--- config.mk ---
export PLATFORM = sky130hd
export DESIGN_NAME = button_debounce_setpoint_control_unit_flat
export DESIGN_NICKNAME = d
export VERILOG_FILES = /design/src/design/bdsc_pkg.sv /design/src/design/bdsc_if.sv /design/src/design/bdsc_lane.sv /design/src/design/bdsc_merge.sv /design/src/design/button_debounce_setpoint_control_unit.sv /design/src/flat_wrapper.sv
export VERILOG_INCLUDE_DIRS = /design/src /design/src/design
export SDC_FILE = /design/constraint.sdc
export NUM_CORES = 1
export LEC_CHECK = 0
export BUFFER_PORTS_ARGS = -buffer_cell sky130_fd_sc_hd__buf_2
export CELL_PAD_IN_SITES_DETAIL_PLACEMENT = 1
export CELL_PAD_IN_SITES_GLOBAL_PLACEMENT = 2
export CORE_MARGIN = 4
export CORE_UTILIZATION = 37
export CTS_CLUSTER_DIAMETER = 120
export DETAILED_ROUTE_END_ITERATION = 8
export PLACE_DENSITY_LB_ADDON = 0.1
export RECOVER_POWER = 50
export SYNTH_ARGS = -nofsm -noshare
export SYNTH_HDL_FRONTEND = slang
export SYNTH_SLANG_ARGS = --single-unit
--- constraint.sdc ---
create_clock -name clock -period 5.7 [get_ports clock]
set_clock_uncertainty 0.1 [all_clocks]
set_input_delay 1.14 -clock clock [delete_from_list [all_inputs] [get_ports clock]]
set_output_delay 1.14 -clock clock [all_outputs]
set_load 0.05 [all_outputs]
--- src/design/button_debounce_setpoint_control_unit_assert.svh ---
// Assertion macros used by the top-level design file
`ifndef BUTTON_DEBOUNCE_SETPOINT_CONTROL_UNIT_ASSERT_SVH
`define BUTTON_DEBOUNCE_SETPOINT_CONTROL_UNIT_ASSERT_SVH

`ifndef SYNTHESIS
`define BDSC_ASSERT(lbl, clk, rst, prop, msg) \
   lbl: assert property (@(posedge clk) disable iff (rst) prop) else $error(msg);
`define BDSC_ASSERT_ALWAYS(lbl, clk, prop, msg) \
   lbl: assert property (@(posedge clk) prop) else $error(msg);
`else
`define BDSC_ASSERT(lbl, clk, rst, prop, msg)
`define BDSC_ASSERT_ALWAYS(lbl, clk, prop, msg)
`endif

`endif

--- src/design/bdsc_pkg.sv ---
package bdsc_pkg;

   localparam int NUM_BUTTONS = 4;
   localparam int BTN_UP      = 0;
   localparam int BTN_DOWN    = 1;
   localparam int BTN_SET     = 2;
   localparam int BTN_VIEW    = 3;

   localparam int THR_W   = 5;
   localparam int SP_W    = 10;
   localparam int WORD_W  = 16;
   localparam int CSR_W   = 10;
   localparam int CSR_IDX_W = 2;

   localparam logic [THR_W-1:0] THRESHOLD_RESET = THR_W'(20);
   localparam logic [SP_W-1:0]  RESTORE_LOW_RESET     = SP_W'(535);
   localparam logic [SP_W-1:0]  RESTORE_HIGH_RESET    = SP_W'(746);
   localparam logic [SP_W-1:0]  RESTORE_DEFAULT_RESET = SP_W'(536);
   localparam logic [SP_W-1:0]  SETPOINT_RESET        = SP_W'(535);
   localparam logic [SP_W-1:0]  SETPOINT_MAX          = {SP_W{1'b1}};

   typedef enum logic {
      OP_SCAN    = 1'b0,
      OP_RESTORE = 1'b1
   } op_type;

   typedef enum logic [CSR_IDX_W-1:0] {
      CSR_THRESHOLD       = 2'd0,
      CSR_RESTORE_LOW     = 2'd1,
      CSR_RESTORE_HIGH    = 2'd2,
      CSR_RESTORE_DEFAULT = 2'd3
   } csr_index_type;

   typedef struct packed {
      logic [THR_W-1:0] threshold;
      logic [SP_W-1:0]  restore_low;
      logic [SP_W-1:0]  restore_high;
      logic [SP_W-1:0]  restore_default;
   } cfg_type;

   typedef struct packed {
      logic [SP_W-1:0] setpoint;
      logic            set_mode;
      logic            pressure_view;
      logic            save_request;
      logic            restore_ok;
   } result_type;

endpackage

--- src/design/bdsc_if.sv ---
interface bdsc_req_if
   import bdsc_pkg::*;
   ();
   logic                   valid;
   logic                   ready;
   logic                   op;
   logic [NUM_BUTTONS-1:0] buttons;
   logic [WORD_W-1:0]      stored_word;

   modport source (output valid, output op, output buttons, output stored_word,
                   input ready);
   modport sink   (input valid, input op, input buttons, input stored_word,
                   output ready);
endinterface

interface bdsc_rsp_if
   import bdsc_pkg::*;
   ();
   logic            valid;
   logic            ready;
   logic [SP_W-1:0] setpoint;
   logic            set_mode;
   logic            pressure_view;
   logic            save_request;
   logic            restore_ok;

   modport source (output valid, output setpoint, output set_mode, output pressure_view,
                   output save_request, output restore_ok, input ready);
   modport sink   (input valid, input setpoint, input set_mode, input pressure_view,
                   input save_request, input restore_ok, output ready);
endinterface

--- src/design/bdsc_lane.sv ---
module bdsc_lane
   import bdsc_pkg::*;
(
   input  logic             clock,
   input  logic             reset,
   input  logic             scan_en,
   input  logic             pressed,
   input  logic [THR_W-1:0] threshold,
   input  logic             consume,
   output logic             pending
);

   logic [THR_W-1:0] count_ff, count_in;
   logic             held_ff, held_in;
   logic             pend_ff, pend_in;
   logic             arrived;
   logic             arrive;

   assign arrived = (count_ff >= threshold);
   assign arrive  = scan_en && pressed && arrived && !held_ff;
   assign pending = pend_ff || arrive;

   always_comb begin
      count_in = count_ff;
      held_in  = held_ff;
      pend_in  = pending && !consume;
      if (scan_en) begin
         if (!pressed) begin
            count_in = '0;
            held_in  = 1'b0;
         end else if (arrived) begin
            held_in  = 1'b1;
         end else begin
            count_in = count_ff + THR_W'(1);
         end
      end
   end

   always_ff @(posedge clock) begin
      if (reset) begin
         count_ff <= '0;
         held_ff  <= 1'b0;
         pend_ff  <= 1'b0;
      end else begin
         count_ff <= count_in;
         held_ff  <= held_in;
         pend_ff  <= pend_in;
      end
   end

endmodule

--- src/design/bdsc_merge.sv ---
module bdsc_merge
   import bdsc_pkg::*;
(
   input  logic                   clock,
   input  logic                   reset,
   input  logic                   accept,
   input  logic                   op,
   input  logic [WORD_W-1:0]      stored_word,
   input  cfg_type                cfg,
   input  logic [NUM_BUTTONS-1:0] pending,
   output logic [NUM_BUTTONS-1:0] consume,
   output result_type             result
);

   logic [SP_W-1:0] setpoint_ff, setpoint_in;
   logic            set_mode_ff, set_mode_in;
   logic            view_ff, view_in;
   logic            restore_ff, restore_in;
   logic            scan;
   logic            restore;
   logic            in_range;
   logic [SP_W-1:0] sp_up;
   logic [SP_W-1:0] sp_dn;

   assign scan    = accept && (op_type'(op) == OP_SCAN);
   assign restore = accept && (op_type'(op) == OP_RESTORE);

   assign consume[BTN_UP]   = scan && pending[BTN_UP] && set_mode_ff;
   assign consume[BTN_DOWN] = scan && pending[BTN_DOWN] && set_mode_ff;
   assign consume[BTN_SET]  = scan && pending[BTN_SET];
   assign consume[BTN_VIEW] = scan && pending[BTN_VIEW];

   assign in_range = (stored_word >= WORD_W'(cfg.restore_low)) &&
                     (stored_word <= WORD_W'(cfg.restore_high));

   always_comb begin
      sp_up = setpoint_ff;
      if (consume[BTN_UP] && (setpoint_ff != SETPOINT_MAX)) begin
         sp_up = setpoint_ff + SP_W'(1);
      end
      sp_dn = sp_up;
      if (consume[BTN_DOWN] && (sp_up != '0)) begin
         sp_dn = sp_up - SP_W'(1);
      end
   end

   always_comb begin
      setpoint_in = setpoint_ff;
      restore_in  = restore_ff;
      set_mode_in = set_mode_ff ^ consume[BTN_SET];
      view_in     = view_ff ^ consume[BTN_VIEW];
      priority if (restore) begin
         setpoint_in = in_range ? stored_word[SP_W-1:0] : cfg.restore_default;
         restore_in  = in_range;
      end else if (scan) begin
         setpoint_in = sp_dn;
      end else begin
         setpoint_in = setpoint_ff;
      end
   end

   always_comb begin
      result.setpoint      = setpoint_in;
      result.set_mode      = set_mode_in;
      result.pressure_view = view_in;
      result.save_request  = consume[BTN_SET] && set_mode_ff;
      result.restore_ok    = restore_in;
   end

   always_ff @(posedge clock) begin
      if (reset) begin
         setpoint_ff <= SETPOINT_RESET;
         set_mode_ff <= 1'b0;
         view_ff     <= 1'b0;
         restore_ff  <= 1'b0;
      end else begin
         setpoint_ff <= setpoint_in;
         set_mode_ff <= set_mode_in;
         view_ff     <= view_in;
         restore_ff  <= restore_in;
      end
   end

endmodule

--- src/design/button_debounce_setpoint_control_unit.sv ---
// Four-button debouncer and heater setpoint control. One item is taken every cycle while
// ready is high; its result is registered into the output buffer. Each button has its
// own debounce lane, and a single merge stage applies the latched pushes and restore
// checks, so all state for an item is updated at acceptance. A two-entry output buffer
// lets the block keep taking items while one result waits; ready drops only when both
// entries are full and during reset. Configuration writes take effect on the next item.
`include "button_debounce_setpoint_control_unit_assert.svh"

module button_debounce_setpoint_control_unit
   import bdsc_pkg::*;
(
   input  logic                 clock,
   input  logic                 reset,
   bdsc_req_if.sink             req_ch,
   bdsc_rsp_if.source           rsp_ch,
   input  logic                 csr_wr_en,
   input  logic [CSR_IDX_W-1:0] csr_index,
   input  logic [CSR_W-1:0]     csr_wdata
);

   cfg_type                cfg_ff;
   logic                   accept;
   logic                   pop;
   logic [NUM_BUTTONS-1:0] pending;
   logic [NUM_BUTTONS-1:0] consume;
   result_type             result;
   result_type             out_ff;
   result_type             skid_ff;
   logic                   out_valid_ff, out_valid_in;
   logic                   skid_valid_ff, skid_valid_in;

   always_ff @(posedge clock) begin
      if (reset) begin
         cfg_ff.threshold       <= THRESHOLD_RESET;
         cfg_ff.restore_low     <= RESTORE_LOW_RESET;
         cfg_ff.restore_high    <= RESTORE_HIGH_RESET;
         cfg_ff.restore_default <= RESTORE_DEFAULT_RESET;
      end else if (csr_wr_en) begin
         unique case (csr_index_type'(csr_index))
            CSR_THRESHOLD:       cfg_ff.threshold       <= csr_wdata[THR_W-1:0];
            CSR_RESTORE_LOW:     cfg_ff.restore_low     <= csr_wdata[SP_W-1:0];
            CSR_RESTORE_HIGH:    cfg_ff.restore_high    <= csr_wdata[SP_W-1:0];
            CSR_RESTORE_DEFAULT: cfg_ff.restore_default <= csr_wdata[SP_W-1:0];
            default: ;
         endcase
      end
   end

   assign req_ch.ready = !skid_valid_ff && !reset;
   assign accept       = req_ch.valid && req_ch.ready;
   assign pop          = out_valid_ff && rsp_ch.ready;

   for (genvar b = 0; b < NUM_BUTTONS; b++) begin : g_lane
      bdsc_lane u_lane (
         .clock     (clock),
         .reset     (reset),
         .scan_en   (accept && (op_type'(req_ch.op) == OP_SCAN)),
         .pressed   (req_ch.buttons[b]),
         .threshold (cfg_ff.threshold),
         .consume   (consume[b]),
         .pending   (pending[b])
      );
   end

   bdsc_merge u_merge (
      .clock       (clock),
      .reset       (reset),
      .accept      (accept),
      .op          (req_ch.op),
      .stored_word (req_ch.stored_word),
      .cfg         (cfg_ff),
      .pending     (pending),
      .consume     (consume),
      .result      (result)
   );

   always_comb begin
      out_valid_in  = out_valid_ff;
      skid_valid_in = skid_valid_ff;
      priority if (skid_valid_ff) begin
         if (pop) begin
            skid_valid_in = 1'b0;
         end
      end else if (accept) begin
         if (out_valid_ff && !pop) begin
            skid_valid_in = 1'b1;
         end else begin
            out_valid_in = 1'b1;
         end
      end else if (pop) begin
         out_valid_in = 1'b0;
      end else begin
         out_valid_in = out_valid_ff;
      end
   end

   always_ff @(posedge clock) begin
      if (reset) begin
         out_valid_ff  <= 1'b0;
         skid_valid_ff <= 1'b0;
      end else begin
         out_valid_ff  <= out_valid_in;
         skid_valid_ff <= skid_valid_in;
      end
   end

   always_ff @(posedge clock) begin
      if (skid_valid_ff) begin
         if (pop) begin
            out_ff <= skid_ff;
         end
      end else if (accept) begin
         if (out_valid_ff && !pop) begin
            skid_ff <= result;
         end else begin
            out_ff <= result;
         end
      end
   end

   assign rsp_ch.valid         = out_valid_ff;
   assign rsp_ch.setpoint      = out_ff.setpoint;
   assign rsp_ch.set_mode      = out_ff.set_mode;
   assign rsp_ch.pressure_view = out_ff.pressure_view;
   assign rsp_ch.save_request  = out_ff.save_request;
   assign rsp_ch.restore_ok    = out_ff.restore_ok;

   `BDSC_ASSERT(a_skid_behind_out, clock, reset, skid_valid_ff |-> out_valid_ff, "skid without output")
   `BDSC_ASSERT(a_accept_fills, clock, reset, accept |=> out_valid_ff, "accepted item lost")
   `BDSC_ASSERT(a_save_leaves_mode, clock, reset, (out_valid_ff && out_ff.save_request) |-> !out_ff.set_mode, "save while in set mode")
   `BDSC_ASSERT(a_consume_only_pending, clock, reset, (consume & ~pending) == '0, "consumed push not pending")

endmodule
--- src/flat_wrapper.sv ---
// flat-port wrapper written by rule: the top's interface ports become plain ports
module button_debounce_setpoint_control_unit_flat import bdsc_pkg::*;
  (clock, reset, csr_wr_en, csr_index, csr_wdata, req_ch_valid, req_ch_op, req_ch_buttons, req_ch_stored_word, req_ch_ready, rsp_ch_valid, rsp_ch_setpoint, rsp_ch_set_mode, rsp_ch_pressure_view, rsp_ch_save_request, rsp_ch_restore_ok, rsp_ch_ready);
  bdsc_req_if req_ch_i ();
  bdsc_rsp_if rsp_ch_i ();
  input  logic clock;
  input  logic reset;
  input  logic csr_wr_en;
  input  logic [CSR_IDX_W-1:0] csr_index;
  input  logic [CSR_W-1:0] csr_wdata;
  input wire logic [$bits(req_ch_i.valid)-1:0] req_ch_valid;
  input wire logic [$bits(req_ch_i.op)-1:0] req_ch_op;
  input wire logic [$bits(req_ch_i.buttons)-1:0] req_ch_buttons;
  input wire logic [$bits(req_ch_i.stored_word)-1:0] req_ch_stored_word;
  output wire logic [$bits(req_ch_i.ready)-1:0] req_ch_ready;
  output wire logic [$bits(rsp_ch_i.valid)-1:0] rsp_ch_valid;
  output wire logic [$bits(rsp_ch_i.setpoint)-1:0] rsp_ch_setpoint;
  output wire logic [$bits(rsp_ch_i.set_mode)-1:0] rsp_ch_set_mode;
  output wire logic [$bits(rsp_ch_i.pressure_view)-1:0] rsp_ch_pressure_view;
  output wire logic [$bits(rsp_ch_i.save_request)-1:0] rsp_ch_save_request;
  output wire logic [$bits(rsp_ch_i.restore_ok)-1:0] rsp_ch_restore_ok;
  input wire logic [$bits(rsp_ch_i.ready)-1:0] rsp_ch_ready;
  assign req_ch_i.valid = req_ch_valid;
  assign req_ch_i.op = req_ch_op;
  assign req_ch_i.buttons = req_ch_buttons;
  assign req_ch_i.stored_word = req_ch_stored_word;
  assign req_ch_ready = req_ch_i.ready;
  assign rsp_ch_valid = rsp_ch_i.valid;
  assign rsp_ch_setpoint = rsp_ch_i.setpoint;
  assign rsp_ch_set_mode = rsp_ch_i.set_mode;
  assign rsp_ch_pressure_view = rsp_ch_i.pressure_view;
  assign rsp_ch_save_request = rsp_ch_i.save_request;
  assign rsp_ch_restore_ok = rsp_ch_i.restore_ok;
  assign rsp_ch_i.ready = rsp_ch_ready;
  button_debounce_setpoint_control_unit u_core (.clock(clock), .reset(reset), .req_ch(req_ch_i), .rsp_ch(rsp_ch_i), .csr_wr_en(csr_wr_en), .csr_index(csr_index), .csr_wdata(csr_wdata));
endmodule
# Yosys cells after proc, flatten, opt, wreduce, memory -nomap -nowiden
# Cells that the tools add are included.
[word_totals]
regBits = 106
in_bits = 38
out_inout_bits = 16
word_cells = 162
[classes]
n_addsub = 6
n_lt_le_gt_ge = 6
eq_ne = 15
n_mux = 33
bitwise = 4
n_reduce_logical = 66
[op_table]
columns = ["cell", "n"]
rows = [
  ["$mux W14", 4],
  ["$mux W10", 5],
  ["$mux W5", 8],
  ["$logic_and A1 B1 Y1", 32],
  ["$reduce_and A2 Y1", 12],
  ["$add A5 B1 Y5 const B", 4],
  ["$ge A5 B5 Y1", 4],
  ["$ge A16 B10 Y1", 1],
  ["$le A16 B10 Y1", 1],
  ["$mux W1", 16],
  ["$ne A2 B1 Y1 const B", 6],
  ["$logic_not A1 Y1", 11],
  ["$add A10 B1 Y10 const B", 1],
  ["$ne A10 B10 Y1 const B", 1],
  ["$ne A2 B2 Y1 const B", 5],
  ["$reduce_bool A10 Y1", 1],
  ["$sub A10 B1 Y10 const B", 1],
  ["$reduce_and A3 Y1", 3],
  ["$eq A2 B2 Y1 const B", 2],
  ["$logic_or A1 B1 Y1", 4],
  ["$reduce_bool A2 Y1", 2],
  ["$eq A2 B1 Y1 const B", 1],
  ["$logic_not A2 Y1", 1],
  ["$not A1 Y1", 2],
  ["$xor A1 B1 Y1", 2],
]

# Logic depth before layout (Yosys ltp)
# Gate-level depths: netlist (run 1).
[depth]
word_depth = 20
ltp_mapped = 14
ltp_nobuf = 14

# Cells and area by module
# From an unflattened synthesis (run 1), not the netlist that was laid out.
[unflattened]
hier_cells = 738
area_unflattened_um2 = 6453.7
[by_module_without_submodules]
columns = ["module", "n_inst", "cells_per_inst", "area_per_inst_um2"]
rows = [
  ["button_debounce_setpoint_control_unit", 1, 204, 2374.8],
  ["bdsc_merge", 1, 286, 2097.0],
  ["bdsc_lane", 4, 62, 495.5],
]

# Worst setup path after synthesis (run 1)
# No wires, ideal clock.
[synth_timing]
kind = "input to register"
start = "in reset"
end = "reg u_core.out_ff, in the netlist u_core.rsp_ch.setpoint[0] (data pin)"
setup_time_ns = 0.260
arrival_ns = 4.155
setup_slack_ns = 1.186
path_stages = 12
n_path_buf = 2
cell_sequence = "buf_6 -> or4b_4 -> buf_6 -> nor2_1 -> nand2_1 -> nor2_1 -> mux2i_1 -> ha_1 -> o211a_2 -> nand3_1 -> a211o_1 -> mux2_2"
[synth_lines]
columns = ["element", "line", "source"]
rows = [
  ["start, declared", "flat_wrapper.sv:7", "input logic reset;"],
  ["end signal, assigned", "button_debounce_setpoint_control_unit.sv:110", "out_ff <= skid_ff;"],
  ["end signal, assigned", "button_debounce_setpoint_control_unit.sv:116", "out_ff <= result;"],
  ["end, declared", "button_debounce_setpoint_control_unit.sv:27", "result_type out_ff;"],
]

# Worst setup path after layout (run 1)
[layout_timing]
start = "in reset"
end = "reg u_core.out_ff, in the netlist u_core.rsp_ch.setpoint[7] (data pin)"
[layout_via]
elab_chain_len = 20
[layout_lines]
columns = ["element", "line", "source"]
rows = [
  ["$logic_not A1 Y1 *", "button_debounce_setpoint_control_unit.sv:49", "assign req_ch.ready = !skid_valid_ff && !reset;"],
  ["$logic_and A1 B1 Y1 *", "button_debounce_setpoint_control_unit.sv:49", ""],
  ["$logic_and A1 B1 Y1 *", "button_debounce_setpoint_control_unit.sv:50", "assign accept = req_ch.valid && req_ch.ready;"],
  ["parallel branches: the longest is 13 deep, another holds $sub A10 B1 Y10", "n/a", ""],
  ["$mux W10 *", "bdsc_merge.sv:52", "priority if (restore) begin"],
  ["$mux W14 *", "button_debounce_setpoint_control_unit.sv:113", "if (out_valid_ff && !pop) begin"],
  ["$mux W14 *", "button_debounce_setpoint_control_unit.sv:112", "end else if (accept) begin"],
  ["$mux W14 *", "button_debounce_setpoint_control_unit.sv:108", "if (skid_valid_ff) begin"],
]
# Every way passes the cells marked *. The select of a mux whose other input is x is not followed.
# A chain may end at the register's enable or synchronous reset.

==> out/qor.txt, run 1 <==
==============================================================================
Proportion of netlist area held by the largest area contributor         0.2569
RSZ-0062 raised after global routing                                     false
Final RePlAce weighted congestion                                       0.8624
DPL Wire Length                                                       13140 um
Number of buffers inserted by port buffering                                53
Final Hold Vio Count                                                         0
Number of buffers and inverters on the critical path                         1
Global-route wire length before repair                                28500 um
Utilization after layout                                                0.4249
Clock root cell                                                   sky130_fd_sc_hd__clkbuf_16
Vert. Die Dim                                                         136.2 um
Vias in the first global route                                            5316
Worst endpoint required time                                           5680 ps
Largest cells by area after synthesis                             sky130_fd_sc_hd__dfxtp_1 26%, sky130_fd_sc_hd__edfxtp_1 14%, sky130_fd_sc_hd__ha_1 9.7%
Max-Slew Margin vs Limit                                                0.2151
Most used standard cell by instance count after synthesis         sky130_fd_sc_hd__nand2_1
Internal reg-to-reg setup slack                                        1210 ps
Area of the die                                                    0.01854 mm2
Layout area overhead                                                    11.88%
Static leakage                                                        2.754 nW
WL per Instance                                                       18.25 um
Unique masters post-synth                                                   66
Total gr overflow                                                            0
Count of nets left with antenna violations after detail routing              0
Net count after synthesis                                                  771
Final standard cell area without fillers                          0.006799 mm2
Global-route usage over all layers                                      0.1979
Cell type with the largest total area after synthesis             sky130_fd_sc_hd__dfxtp_1
Cell Chain, Critical Path                                         clkbuf_1 > or4b_4 > a311oi_4 > nand4_2 > a31oi_4 > mux2i_1 > o211ai_1 > a311oi_1 > mux2i_1 > o211ai_1
Clock latency reported for the late side of the worst-skew pair         360 ps
Quantity of hold-fixing buffers added after cts                              0
Highest Clock Rate                                                   203.0 MHz
Slew at the pin closest to its max-slew limit                          1175 ps
Fill cell total of the finished layout                                    1938
Initial core utilization                                                0.3798
Arrival time reported for the critical path endpoint                   4900 ps
Part of the Yosys area used for sequential elements                     0.3953
Initial antenna violation count                                              2
Area of the core                                                   0.01600 mm2
TritonCTS buffer count                                                       9
EDFF count, synth                                                           28
Share of the cycle needed by the critical path after routing            0.8640
Instance count of the mapped netlist                                       686
Fin crit period                                                        4925 ps
Setup Viol. Count Final                                                      0
Hold WC Path Type                                                   reg -> reg
Total power consumption of the routed design                        0.001633 W
Maximum count of clock buffers along a single path                           2
Vias after detailed routing                                               5117
Vias per std cell                                                        5.398
Detailed-route wire length                                            17300 um
Number of max-cap violations                                                 0
Largest net degree at the start of global routing                           65
Launching element type of the critical path                          input pin
Async set or reset register ratio after synthesis                            0
First-iteration detailed-routing DRC count                                 224
Total placed cells including tap cells                                     931
Total iterations of the first detailed-routing run                           4
Result of the run                                                 finished, final reports clean
Area of the mapped netlist                                        0.006077 mm2
Cell at the slowest stage of the critical path                    sky130_fd_sc_hd__or4b_4
Peak supply drop                                                   0.0001459 V
Clock Sink Count                                                           106
Average footprint of a synthesized cell                              8.859 um2
Number of synthesized register bits                                        106
Cell class contributing the biggest share of worst-path delay     compound AO/OA/AOI/OAI gates
CTS resizes                                                                  0
Number of nets at the end of the flow                                      811
TritonCTS clock tree                                                       yes
Leading register cell type out of synthesis                       sky130_fd_sc_hd__dfxtp_1
Clk slew on worst S/H paths                                              70 ps
Max-slew violation count                                                     0
Post-route DRC violation count                                               0
Site row count                                                              46
Endpoint kind of the worst setup timing path                         flip-flop
Number of standard cells in the final layout excluding fillers             948
Setup Crit Path Kind                                                 in -> reg
Setup tns final                                                           0 ps
Top cells by instance count after synthesis                       92 x sky130_fd_sc_hd__nand2_1, 78 x sky130_fd_sc_hd__dfxtp_1, 59 x sky130_fd_sc_hd__nor2_1
Storage element area                                              0.002402 mm2
Chip width                                                            136.2 um
Power Dens Cells                                                  240.2 mW/mm2
Top fanout value on the critical path                                       26
Number of H-tree levels                                                      3
Count of warnings emitted by yosys                                           0
Critical Path Max Stage Delay                                           780 ps
Share of cells above drive strength 1                                   0.1108
Boundary Pins                                                               54
Multi-input gate area                                             0.003412 mm2
Area after detailed placement                                     0.006534 mm2
Number of post-CTS setup repair buffers                                      0
==============================================================================
-- metrics by stage --
stage	hold WS [ps]	worst slack, ps
after detailed placement	349.3	524.9
after global routing	372.8	445.5
final	355.7	775.1
after global placement	342.9	646.2
after floorplan	332.9	1186
after CTS	359.2	892.4
-- report_power, final --
group / switching [W] / internal (W)
combinational: 0.000130 / 0.0000659
sequential: 0.0000164 / 0.000794
clock: 0.000286 / 0.000341
total: 0.000432 / 0.00120
-- cell usage in the layout (no fill, tap or decap), drive strengths merged, types with 12 or more instances in the layout --
cell    instances
a21oi          54
nand2          92
mux2i          16
inv            41
o21ai          23
ha             47
edfxtp         28
nand3          25
buf            40
nor2           60
clkbuf         29
nand3b         12
xor2           18
dfxtp          78
-- cells by family (layout without fill, tap and decap cells) --
| kind of cell | after synthesis | after routing | synth area share |
|---|---|---|---|
| buf+inv | 68 | 113 | 0.04447 |
| simple gates | 257 | 257 | 0.2042 |
| fa+ha+maj | 47 | 47 | 0.09677 |
| flops | 106 | 106 | 0.3953 |
| other cells | 0 | 1 | 0 |
| mux | 25 | 25 | 0.04303 |
| xor+xnor | 25 | 25 | 0.03603 |
| compound gates | 158 | 158 | 0.1802 |
-- layout make-up --
class,instances,share of cell area
Clock inverter,5,0.008097
Antenna cell,1,0.0003681
Inverter,39,0.02153
Sequential cell,106,0.3533
Clock buffer,11,0.03423
Multi-Input combinational cell,512,0.5018
Timing Repair Buffer,58,0.04085
Tap cell,216,0.03975
-- registers in the layout, summed over array words and instances, names as in the netlist, 4 cells and up --
register / cells
u_core.g_lane.u_lane.held_ff: 4
u_core.skid_ff: 14
u_core.cfg_ff: 35
u_core.u_merge.setpoint_ff: 10
u_core.g_lane.u_lane.pend_ff: 4
u_core.rsp_ch.setpoint: 10
u_core.g_lane.u_lane.count_ff: 20
-- worst min-delay path: stages (launching register included) --
cell and delay, ps:
sky130_fd_sc_hd__dfxtp_1 310, sky130_fd_sc_hd__nand2_1 50, sky130_fd_sc_hd__a21oi_1 50
-- per-layer routing --
metal	global-route usage	routed length (um)	up-vias
met1	0.2571	8135	2487
met4	0.05431	205	2
met3	0.03627	617	14
met2	0.3374	8327	82
li1	-	-	2532
met5	0	13	-
-- worst paths after layout --
check,start,to,cells after the start
setup / recovery,reset,u_core.rsp_ch.setpoint[7],10
hold / removal,u_core.cfg_ff[5],u_core.cfg_ff[5],2
hold reg to reg,u_core.cfg_ff[5],u_core.cfg_ff[5],2
setup reg to reg,u_core.skid_valid_ff,u_core.rsp_ch.setpoint[7],9
Note: power is estimated with default switching activity, not from simulation.
==> run 2: changes to the inputs <==
PLACE_DENSITY_LB_ADDON = 0.2   (was 0.1)
==> run 2 against run 1 <==
Flip-flop and latch count unchanged. Global-route usage shrank 0.098 points. Via count is 1.0% higher. Largest cell class unchanged.
==> out/qor.txt, run 2 (synthesis results as in run 1) <==
==============================================================================
Result of the run                                                 finished, final reports clean
Share of cells above drive strength 1                                   0.1167
Share of the cycle needed by the critical path after routing            0.8135
Layout area overhead                                                    12.99%
Area after detailed placement                                     0.006579 mm2
Peak supply drop                                                   0.0001808 V
Vias after detailed routing                                               5168
Slew at the pin closest to its max-slew limit                         967.6 ps
Highest Clock Rate                                                   215.7 MHz
CTS resizes                                                                  0
Detailed-route wire length                                            17350 um
First-iteration detailed-routing DRC count                                 296
Vias in the first global route                                            5390
Initial antenna violation count                                              0
Number of standard cells in the final layout excluding fillers             954
Power Dens Cells                                                  245.5 mW/mm2
Launching element type of the critical path                          input pin
Global-route wire length before repair                                28600 um
Area of the die                                                    0.01854 mm2
Number of cells on the worst hold path                                       2
Clock Sink Count                                                           106
Worst reg2reg path startpoint                                     u_core.skid_valid_ff
Crit path from                                                       req_ch_op
Count of nets left with antenna violations after detail routing              0
Area of the core                                                   0.01600 mm2
Initial core utilization                                                0.3798
Hold WC Path Type                                                   reg -> reg
WL per Instance                                                       18.19 um
Total placed cells including tap cells                                     937
Worst endpoint required time                                           5720 ps
Site row count                                                              46
TritonCTS clock tree                                                       yes
Total gr overflow                                                            0
Final standard cell area without fillers                          0.006867 mm2
TritonCTS buffer count                                                       9
Register ranked first by flip-flop count                          u_core.cfg_ff
Fin crit period                                                        4637 ps
Quantity of hold-fixing buffers added after cts                              0
Final RePlAce weighted congestion                                       0.9371
Vias per std cell                                                        5.417
Maximum count of clock buffers along a single path                           2
Number of max-cap violations                                                 0
Number of H-tree levels                                                      3
Chip width                                                            136.2 um
Number of flip-flops in the largest register                                35
DPL Wire Length                                                       13030 um
Vert. Die Dim                                                         136.2 um
Number of post-CTS setup repair buffers                                      0
Timing endpoint of the critical path                              u_core.rsp_ch.setpoint[0]
Top fanout value on the critical path                                       26
Endpoint kind of the worst setup timing path                         flip-flop
Max-slew violation count                                                     0
Setup Crit Path Kind                                                 in -> reg
Commonest cells after routing, fill and taps aside                92 x sky130_fd_sc_hd__nand2_1, 78 x sky130_fd_sc_hd__dfxtp_1, 60 x sky130_fd_sc_hd__nor2_1
Max-Slew Margin vs Limit                                                0.3536
Clock latency reported for the late side of the worst-skew pair         360 ps
Total iterations of the first detailed-routing run                           4
Number of buffers inserted by port buffering                                53
Boundary Pins                                                               54
Setup Viol. Count Final                                                      0
Reg-to-reg critical path endpoint                                 u_core.rsp_ch.setpoint[0]
Arrival time reported for the critical path endpoint                   4650 ps
Clk slew on worst S/H paths                                              80 ps
Largest registers                                                 u_core.cfg_ff: 35 flops, u_core.g_lane.u_lane.count_ff: 20 flops, u_core.skid_ff: 14 flops
Global-route usage over all layers                                      0.1969
Setup tns final                                                           0 ps
Most common cell after layout, fill and taps aside                sky130_fd_sc_hd__nand2_1
Static leakage                                                        2.797 nW
Clock root cell                                                   sky130_fd_sc_hd__clkbuf_16
Number of nets at the end of the flow                                      817
Largest net degree at the start of global routing                           72
RSZ-0062 raised after global routing                                     false
Final Hold Vio Count                                                         0
Worst reg2reg path depth                                                    10
Internal reg-to-reg setup slack                                        1660 ps
Post-route DRC violation count                                               0
==============================================================================
[run 2: cell type report]
class	count	area, um2
multi-input combinational	512	3410
timing repair buffer	64	319.1
clock inverter	4	48.80
inverter	39	146.4
clock buffer	12	267.8
sequential	106	2402
tap	216	270.3
antenna	1	2.502
fill	1928	9134
[run 2: critical path, stage by stage]
cell	delay, ps
sky130_fd_sc_hd__buf_2	150
sky130_fd_sc_hd__or4b_4	680
sky130_fd_sc_hd__nor2_1	320
sky130_fd_sc_hd__nand2_1	250
sky130_fd_sc_hd__nor2_1	420
sky130_fd_sc_hd__mux2i_1	300
sky130_fd_sc_hd__ha_1	270
sky130_fd_sc_hd__o211a_2	310
sky130_fd_sc_hd__nand3_1	200
sky130_fd_sc_hd__a211o_1	340
sky130_fd_sc_hd__mux2_2	260
[run 2: layer usage]
layer,wire length (um),GRT usage,part of all wire
met5,0,0,0
met4,286,0.05711,0.016
met3,690,0.03442,0.040
met2,8058,0.3220,0.46
met1,8319,0.2670,0.48
[run 2: through the flow]
step	total power [W]	hold slack (ps)	utilization	worst slack [ps]
floorplan	0.0009561	332.9	-	1186
global placement	0.001024	343.9	0.4112	945.1
detailed placement	0.001031	349.1	0.4112	742.1
CTS	0.001703	359.4	0.4310	1110
global route	0.001755	385.6	0.4290	806.9
finish	0.001686	358.5	0.4292	1063
[run 2: where the power goes]
group	switching (W)	internal [W]
clock network	0.000296	0.000380
logic	0.000134	0.0000680
registers	0.0000138	0.000794
[run 2: worst min path at each step]
stage                   endpoint              start  slack, ps
4_1_cts        u_core.cfg_ff[26]  u_core.cfg_ff[26]        360
3_5_place_dp   u_core.cfg_ff[26]  u_core.cfg_ff[26]        350
5_1_grt        u_core.cfg_ff[26]  u_core.cfg_ff[26]        390
2_1_floorplan   u_core.cfg_ff[2]   u_core.cfg_ff[2]        330
6_report       u_core.cfg_ff[26]  u_core.cfg_ff[26]        360
3_3_place_gp   u_core.cfg_ff[26]  u_core.cfg_ff[26]        340
